==> config.mk <==
export PLATFORM = sky130hd
export DESIGN_NAME = lru_key_value_cache
export DESIGN_NICKNAME = d
export VERILOG_FILES = /design/src/rtl/lkvc_pkg.sv /design/src/rtl/lkvc_cell.sv /design/src/rtl/lru_key_value_cache.sv
export VERILOG_INCLUDE_DIRS = /design/src /design/src/rtl
export SDC_FILE = /design/constraint.sdc
export NUM_CORES = 1
export LEC_CHECK = 0
export BUFFER_PORTS_ARGS = -buffer_cell sky130_fd_sc_hd__buf_2
export CAP_MARGIN = 40
export CORE_AREA = 2 2 288 290
export CTS_BUF_LIST = sky130_fd_sc_hd__clkbuf_8
export DETAILED_ROUTE_END_ITERATION = 6
export DIE_AREA = 0 0 290 292
export PLACE_DENSITY = 0.76
export RECOVER_POWER = 100
export SLEW_MARGIN = 15
export SYNTH_ARGS = -nofsm -noshare
export SYNTH_HDL_FRONTEND = slang
export SYNTH_SLANG_ARGS = --single-unit
==> constraint.sdc <==
create_clock -name clk -period 7.2 [get_ports clk]
set_input_delay 1.44 -clock clk [delete_from_list [all_inputs] [get_ports clk]]
set_output_delay 1.44 -clock clk [all_outputs]
set_load 0.02 [all_outputs]
==> src/rtl/lru_key_value_cache_defines.svh <==
// ----------------------------------------------------------------------------
// LRU key-value cache assertion macros
// Shared assertion forms, clocked on clk and disabled while arst_n is low.
// ----------------------------------------------------------------------------
`ifndef LRU_KEY_VALUE_CACHE_DEFINES_SVH
`define LRU_KEY_VALUE_CACHE_DEFINES_SVH

// A condition that holds at every clock edge.
`define LKVC_ASSERT_ALWAYS(label, cond, msg) \
	label: assert property (@(posedge clk) disable iff (!arst_n) (cond)) \
		else $error(msg);

// A consequence that holds in the same cycle as its antecedent.
`define LKVC_ASSERT_IMPLY(label, ante, cons, msg) \
	label: assert property (@(posedge clk) disable iff (!arst_n) (ante) |-> (cons)) \
		else $error(msg);

// A consequence that holds in the cycle after its antecedent.
`define LKVC_ASSERT_NEXT(label, ante, cons, msg) \
	label: assert property (@(posedge clk) disable iff (!arst_n) (ante) |=> (cons)) \
		else $error(msg);

`endif

==> src/rtl/lkvc_pkg.sv <==
// ----------------------------------------------------------------------------
// LRU key-value cache package
// Sizes, codes and the entry type shared by the cache cells and the top level.
// ----------------------------------------------------------------------------
package lkvc_pkg;

	localparam int ENTRIES = 16;
	localparam int CNT_W   = $clog2(ENTRIES + 1);
	localparam int CAP_W   = 5;
	localparam int CMP_W   = (CNT_W > CAP_W) ? CNT_W : CAP_W;
	localparam int DATA_W  = 32;
	localparam int PADDR_W = 3;
	localparam int PDATA_W = 32;

	localparam logic CMD_GET = 1'b0;
	localparam logic CMD_SET = 1'b1;

	localparam logic REG_CAPACITY = 1'b0;

	localparam logic [CAP_W-1:0]  CAPACITY_RESET = 5'd16;
	localparam logic [DATA_W-1:0] MISS_VALUE     = '1;

	typedef struct packed {
		logic                     valid;
		logic signed [DATA_W-1:0] key;
		logic signed [DATA_W-1:0] value;
	} entry_t;

endpackage

==> src/rtl/lkvc_cell.sv <==
// ----------------------------------------------------------------------------
// LRU key-value cache cell
// One place in the recency chain: holds an entry, compares it with the looked
// up key, and takes its neighbour's entry when the chain shifts.
// ----------------------------------------------------------------------------
module lkvc_cell (
	input  logic                             clk,
	input  logic                             arst_n,
	input  logic                             load,
	input  logic signed [lkvc_pkg::DATA_W-1:0] cmp_key,
	input  lkvc_pkg::entry_t                 entry_in,
	output lkvc_pkg::entry_t                 entry_out,
	output logic                             match_s2
);
	import lkvc_pkg::*;

	logic                     valid_q;
	logic signed [DATA_W-1:0] key_q;
	logic signed [DATA_W-1:0] value_q;

	always_ff @(posedge clk or negedge arst_n) begin
		if (!arst_n) begin
			valid_q  <= 1'b0;
			match_s2 <= 1'b0;
		end else begin
			if (load) begin
				valid_q <= entry_in.valid;
			end
			match_s2 <= valid_q && (key_q == cmp_key);
		end
	end

	always_ff @(posedge clk) begin
		if (load) begin
			key_q   <= entry_in.key;
			value_q <= entry_in.value;
		end
	end

	assign entry_out = '{valid: valid_q, key: key_q, value: value_q};

endmodule

==> src/rtl/lru_key_value_cache.sv <==
// ----------------------------------------------------------------------------
// LRU key-value cache
// Fully associative key-value store kept as a chain of cells in recency order.
// ----------------------------------------------------------------------------
// A word on the input channel (in_valid/in_ready) carries cmd, key and data_in.
// A get returns one word on the output channel (out_valid/out_ready) with hit
// and data_out; data_out is all ones on a miss. A set returns nothing.
// Cell 0 holds the most recent entry. A hit or an insertion shifts the cells
// ahead of the affected place down by one and writes the entry into cell 0;
// once the count reaches the capacity an insertion drops the last valid cell.
// Each word passes through a compare state, in which every cell checks its
// key against the looked-up key, and then a shift state. A new word can be
// taken in the shift state of the last one, and a get result is written to
// the output register as its shift is done. A result waits in the output
// register while out_ready is low; a following get then holds in its shift
// state until the register is free, while a set carries on. Reset empties
// the cache at once and sets the capacity register to 16; no clearing pass
// is needed. The capacity register sits at address 0 of the APB port. The
// user must write it only while the block is idle; no logic enforces this.
// ----------------------------------------------------------------------------
`include "lru_key_value_cache_defines.svh"

module lru_key_value_cache (
	input  logic                               clk,
	input  logic                               arst_n,
	input  logic                               in_valid,
	output logic                               in_ready,
	input  logic                               cmd,
	input  logic signed [lkvc_pkg::DATA_W-1:0]  key,
	input  logic signed [lkvc_pkg::DATA_W-1:0]  data_in,
	output logic                               out_valid,
	input  logic                               out_ready,
	output logic                               hit,
	output logic signed [lkvc_pkg::DATA_W-1:0]  data_out,
	input  logic                               psel,
	input  logic                               penable,
	input  logic                               pwrite,
	input  logic [lkvc_pkg::PADDR_W-1:0]        paddr,
	input  logic [lkvc_pkg::PDATA_W-1:0]        pwdata,
	output logic [lkvc_pkg::PDATA_W-1:0]        prdata,
	output logic                               pready
);
	import lkvc_pkg::*;

	typedef enum logic [1:0] {
		ST_IDLE,
		ST_LOOK,
		ST_UPD
	} state_t;

	state_t                   state_q;
	logic                     cmd_s1;
	logic signed [DATA_W-1:0] key_s1;
	logic signed [DATA_W-1:0] data_s1;
	logic [CNT_W-1:0]         count_q;
	logic [CAP_W-1:0]         capacity_q;
	logic                     out_valid_q;
	logic                     hit_q;
	logic signed [DATA_W-1:0] data_out_q;

	entry_t                   ents [ENTRIES];
	entry_t                   head;
	logic [ENTRIES-1:0]       match;
	logic [ENTRIES-1:0]       load;
	logic [ENTRIES-1:0]       valid_vec;
	logic                     hit_any;
	logic signed [DATA_W-1:0] hit_value;
	logic [CMP_W-1:0]         cap_eff;
	logic                     evict;
	logic                     do_upd;
	logic                     in_accept;
	logic                     cfg_write;

	assign in_accept = in_valid && in_ready;
	assign do_upd    = (state_q == ST_UPD) &&
		((cmd_s1 == CMD_SET) || !out_valid_q || out_ready);
	assign in_ready  = (state_q == ST_IDLE) || do_upd;

	always_comb begin
		hit_any   = |match;
		hit_value = '0;
		for (int i = 0; i < ENTRIES; i++) begin
			if (match[i]) begin
				hit_value = hit_value | ents[i].value;
			end
			valid_vec[i] = ents[i].valid;
		end
	end

	always_comb begin
		cap_eff = CMP_W'(capacity_q);
		if (cap_eff == '0) begin
			cap_eff = CMP_W'(1);
		end else if (cap_eff > CMP_W'(ENTRIES)) begin
			cap_eff = CMP_W'(ENTRIES);
		end
		evict = CMP_W'(count_q) >= cap_eff;
	end

	always_comb begin
		for (int i = 0; i < ENTRIES; i++) begin
			if (hit_any) begin
				load[i] = do_upd && (|(match >> i));
			end else begin
				load[i] = do_upd && (cmd_s1 == CMD_SET) &&
					((CNT_W'(i) < count_q) || (!evict && (CNT_W'(i) == count_q)));
			end
		end
	end

	assign head = '{valid: 1'b1, key: key_s1,
		value: (cmd_s1 == CMD_SET) ? data_s1 : hit_value};

	for (genvar g = 0; g < ENTRIES; g++) begin : g_cell
		if (g == 0) begin : g_head
			lkvc_cell u_cell (
				.clk       (clk),
				.arst_n    (arst_n),
				.load      (load[g]),
				.cmp_key   (key_s1),
				.entry_in  (head),
				.entry_out (ents[g]),
				.match_s2  (match[g])
			);
		end else begin : g_body
			lkvc_cell u_cell (
				.clk       (clk),
				.arst_n    (arst_n),
				.load      (load[g]),
				.cmp_key   (key_s1),
				.entry_in  (ents[g-1]),
				.entry_out (ents[g]),
				.match_s2  (match[g])
			);
		end
	end

	always_ff @(posedge clk) begin
		if (in_accept) begin
			cmd_s1  <= cmd;
			key_s1  <= key;
			data_s1 <= data_in;
		end
	end

	always_ff @(posedge clk or negedge arst_n) begin
		if (!arst_n) begin
			state_q     <= ST_IDLE;
			out_valid_q <= 1'b0;
			hit_q       <= 1'b0;
			data_out_q  <= '0;
		end else begin
			case (state_q)
				ST_IDLE: begin
					if (in_accept) begin
						state_q <= ST_LOOK;
					end
				end
				ST_LOOK: begin
					state_q <= ST_UPD;
				end
				ST_UPD: begin
					if (do_upd) begin
						state_q <= in_accept ? ST_LOOK : ST_IDLE;
					end
				end
				default: begin
					state_q <= ST_IDLE;
				end
			endcase
			if (out_valid_q && out_ready) begin
				out_valid_q <= 1'b0;
			end
			if (do_upd && (cmd_s1 == CMD_GET)) begin
				out_valid_q <= 1'b1;
				hit_q       <= hit_any;
				data_out_q  <= hit_any ? hit_value : MISS_VALUE;
			end
		end
	end

	assign cfg_write = psel && penable && pwrite && (paddr[2] == REG_CAPACITY);

	always_ff @(posedge clk or negedge arst_n) begin
		if (!arst_n) begin
			count_q    <= '0;
			capacity_q <= CAPACITY_RESET;
		end else begin
			if (do_upd && (cmd_s1 == CMD_SET) && !hit_any && !evict) begin
				count_q <= count_q + CNT_W'(1);
			end
			if (cfg_write) begin
				capacity_q <= pwdata[CAP_W-1:0];
			end
		end
	end

	assign pready    = 1'b1;
	assign prdata    = (paddr[2] == REG_CAPACITY) ? PDATA_W'(capacity_q) : '0;
	assign out_valid = out_valid_q;
	assign hit       = hit_q;
	assign data_out  = data_out_q;

	`LKVC_ASSERT_IMPLY(a_match_unique, state_q == ST_UPD, $onehot0(match), "key held twice")
	`LKVC_ASSERT_ALWAYS(a_count_valid, $countones(valid_vec) == count_q, "count out of step")
	`LKVC_ASSERT_ALWAYS(a_count_max, count_q <= CNT_W'(ENTRIES), "count above entries")
	`LKVC_ASSERT_NEXT(a_accept_look, in_valid && in_ready, state_q == ST_LOOK, "no compare")

endmodule

==> flow_metrics.tcl <==
set metrics [dict create \
    violations "capacitance limit, slew limit" \
    cts_max_level 4 \
    ys_ff_latch 1167 \
    yosys.area.top_type "edfxtp_1" \
    grt_pass1_vias 26200 \
    slew_headroom_pct -106 \
    overflow 0 \
    timing.hold.worst.class "reg -> reg" \
    finalMaxSlewViolations 839 \
    num_io_pins 175 \
    detail_route.wl_per_cell_um 26.1 \
    post-route-period-util_pct 78.5 \
    power_density_nw_per_um2 280 \
    drc 0 \
    dieArea_um2 84700 \
    ys_types 61 \
    r2r_start "g_cell[0].g_head.u_cell.match_s2$_DFF_PN0_" \
    reg2reg_setup_slack_ps 1550 \
    async_reset_ff_share_pct 6.68 \
    yosysWarningCount 0 \
    r2r_cells 8 \
    synthCells 2692 \
    fmax_mhz 177 \
    dp_hpwl_mm 67.0 \
    power.leakage_uw 0.0163 \
    firstDrtPassIters 6 \
    finalClockSkew_ps 42.7 \
    crit_top_cell "clkbuf_1" \
    grt_antenna_before_repair 1 \
    setup_tns_ps 0 \
    hold_start "g_cell[2].g_body.u_cell.value_q[4]$_DFFE_PP_" \
    globalplace.congestion 0.911 \
    cp_num_buf_inv 3 \
    maxCapViolCount 37 \
    hold_depth 0 \
    hold_violations 0 \
    crit_family "buffers and inverters" \
    start_kind "register" \
    syn_avg_cell_area_um2 16.9 \
    finalSetupViolations 0 \
    grt_usage_pct 25.2 \
    insertion_delay_ps 840 \
    io_buffers 117 \
    synth_top_area_share_pct 72.1 \
    cp.required_ps 7910 \
    ir_worst_vdd_mv 0.227 \
    grt_pass1_wl_mm 159 \
    drive_gt1_share_pct 11.9 \
    rsz0062_at_grt "no" \
    ys_seq_area_share_pct 76.4 \
    cts-root-buf "clkbuf_8" \
    grt_max_degree 65 \
    cpPeakStageDelay_ps 1300 \
    max-clock-path-buffers 3 \
    cts_hold_buf 0 \
    numCtsBuffers 178 \
    synth_edf_count 1089 \
    postCtsSetupBuffers 0 \
    rr_endpoint "g_cell[4].g_body.u_cell.valid_q$_DFFE_PN0P_" \
    worstPathCellList "clkbuf_1 -> nor4_1 -> nand2_1 -> nor3_1 -> a211o_2 -> clkbuf_1 -> buf_16 -> mux2_1" \
    core-area_um2 81600 \
    ys.flop_type "edfxtp_1" \
    num-nets-final 3029 \
    vias 25400 \
    status "complete, but fails checks" \
    cp_slowest_cell "clkbuf_1" \
    start_util_pct 55.6 \
    stdcell_area_um2 50500 \
    placed_area_um2 47400 \
    crit_arrival_ps 6360 \
    cts_sinks 1167 \
    synthTopCellsByArea "edfxtp_1 (72%), xnor2_1 (8.6%), dfrtp_1 (4.2%), a22oi_1 (2.1%), nand4_1 (1.5%)" \
    dieHeight_um 292 \
    period_needed_ps 5650 \
    dr.first_iter.drc_count 3270 \
    worst_setup_path_end_kind "register" \
    syn2layout_area_growth_pct 11.3 \
    worst_slew_pin_slew_ps 3090 \
    ctsResizeCount 0 \
    mappedNetlistArea_um2 45400 \
    tritoncts "built" \
    via_per_inst 6.15 \
    ant_nets 0 \
    synth_most_common_cell "edfxtp_1" \
    num_rows 105 \
    path_class "reg -> reg" \
    synth_commonest_cells "edfxtp_1 (1089), xnor2_1 (445), a22oi_1 (128), nor2_1 (120), nand4_1 (111)" \
    drt_wl_total_mm 108 \
    whs_endpoint "g_cell[3].g_body.u_cell.value_q[4]$_DFFE_PP_" \
    path_max_fanout 46 \
    clk_pin_slew_ps 60 \
    dieWidth_um 290 \
]
-- layer usage --
metal  share of wire (%)  routed length, um  vias up  global-route usage, %
met5                   0                  0        -                      0
met4                 4.3               4630        0                   11.1
met3                  12              12500      349                   6.26
met2                  47              50400     1782                   40.5
met1                  37              40200    12500                   33.0
li1                    -                  -    10800                      -
-- cells by family after synthesis --
logic type	synth area share, %
compound gates	6.19
xor+xnor	9.90
fa+ha+maj	0.221
buf+inv	1.86
flops	76.4
mux	0.447
other cells	0.0166
simple gates	4.99
-- worst max path at each step --
stage | start | cells after the start | endpoint | slack [ps]
6_report | g_cell[0].g_head.u_cell.match_s2$_DFF_PN0_ | 8 | g_cell[4].g_body.u_cell.valid_q$_DFFE_PN0P_ | 1550
5_1_grt | g_cell[0].g_head.u_cell.match_s2$_DFF_PN0_ | 8 | g_cell[4].g_body.u_cell.valid_q$_DFFE_PN0P_ | 1510
2_1_floorplan | capacity_q[4]$_DFFE_PN1P_ | 7 | g_cell[0].g_head.u_cell.key_q[0]$_DFFE_PP_ | 420
3_5_place_dp | out_ready | 6 | g_cell[7].g_body.u_cell.valid_q$_DFFE_PN0P_ | 3150
3_3_place_gp | out_ready | 7 | g_cell[5].g_body.u_cell.valid_q$_DFFE_PN0P_ | 3020
4_1_cts | capacity_q[4]$_DFFE_PN1P_ | 8 | g_cell[0].g_head.u_cell.value_q[9]$_DFFE_PP_ | 3170
-- registers in the layout (all words and copies together), names as in the netlist --
signal	count
g_cell.g_head.u_cell.value_q	32
capacity_q	5
g_cell.g_head.u_cell.match_s2	1
g_cell.g_body.u_cell.match_s2	15
data_s1	32
state_q	2
cmd_s1	1
key_s1	32
data_out	32
hit	1
g_cell.g_body.u_cell.valid_q	15
g_cell.g_head.u_cell.valid_q	1
count_q	5
g_cell.g_body.u_cell.value_q	480
g_cell.g_body.u_cell.key_q	480
g_cell.g_head.u_cell.key_q	32
out_valid	1
-- placed cells by master (no fill, tap or decap), types with 7 or more instances in the layout --
cell type     n
mux2_2       14
xnor2_1     445
nor4_1       50
buf_4        23
a21oi_1      76
a211o_1       7
nor3_1       11
conb_1       28
clkinv_2     13
a22oi_1     128
nor2b_1       7
clkbuf_8    195
nand2_1      15
clkbuf_1     84
nand4_1     111
edfxtp_1   1089
inv_1        83
buf_2        72
xor2_1       68
nor2_1      121
a22o_1       64
nand3_1      88
inv_12        7
clkinv_1     27
dfrtp_1      75
ha_1          8
a221oi_1     64
-- stage by stage --
stage	total power (uW)	setup WS [ps]	hold slack (ps)	cells	util, %
CTS	14200	3170	428	4131	62.3
global route	14600	1510	432	4133	61.9
detailed placement	9060	3150	434	3803	58.1
global placement	9010	3020	428	3795	57.9
floorplan	8690	420	424	2718	-
finish	14100	1550	437	4133	61.9
-- area by class of cell --
type	count	area [um2]
sequential	1167	34700
fill	5643	31100
multi-input combinational	1368	9980
clock buffer	195	2680
tap	1070	1340
timing repair buffer	190	1060
clock inverter	133	727
inverter	9	33.8
antenna	1	2.50
-- power breakdown --
group / leakage (uW) / internal [uW] / switching, uW
Clock: 0.00202 / 2600 / 2590
Sequential: 0.0107 / 7790 / 191
Combinational: 0.00354 / 296 / 644
Total: 0.0163 / 10700 / 3430
Power figures use the tool's default switching activity.
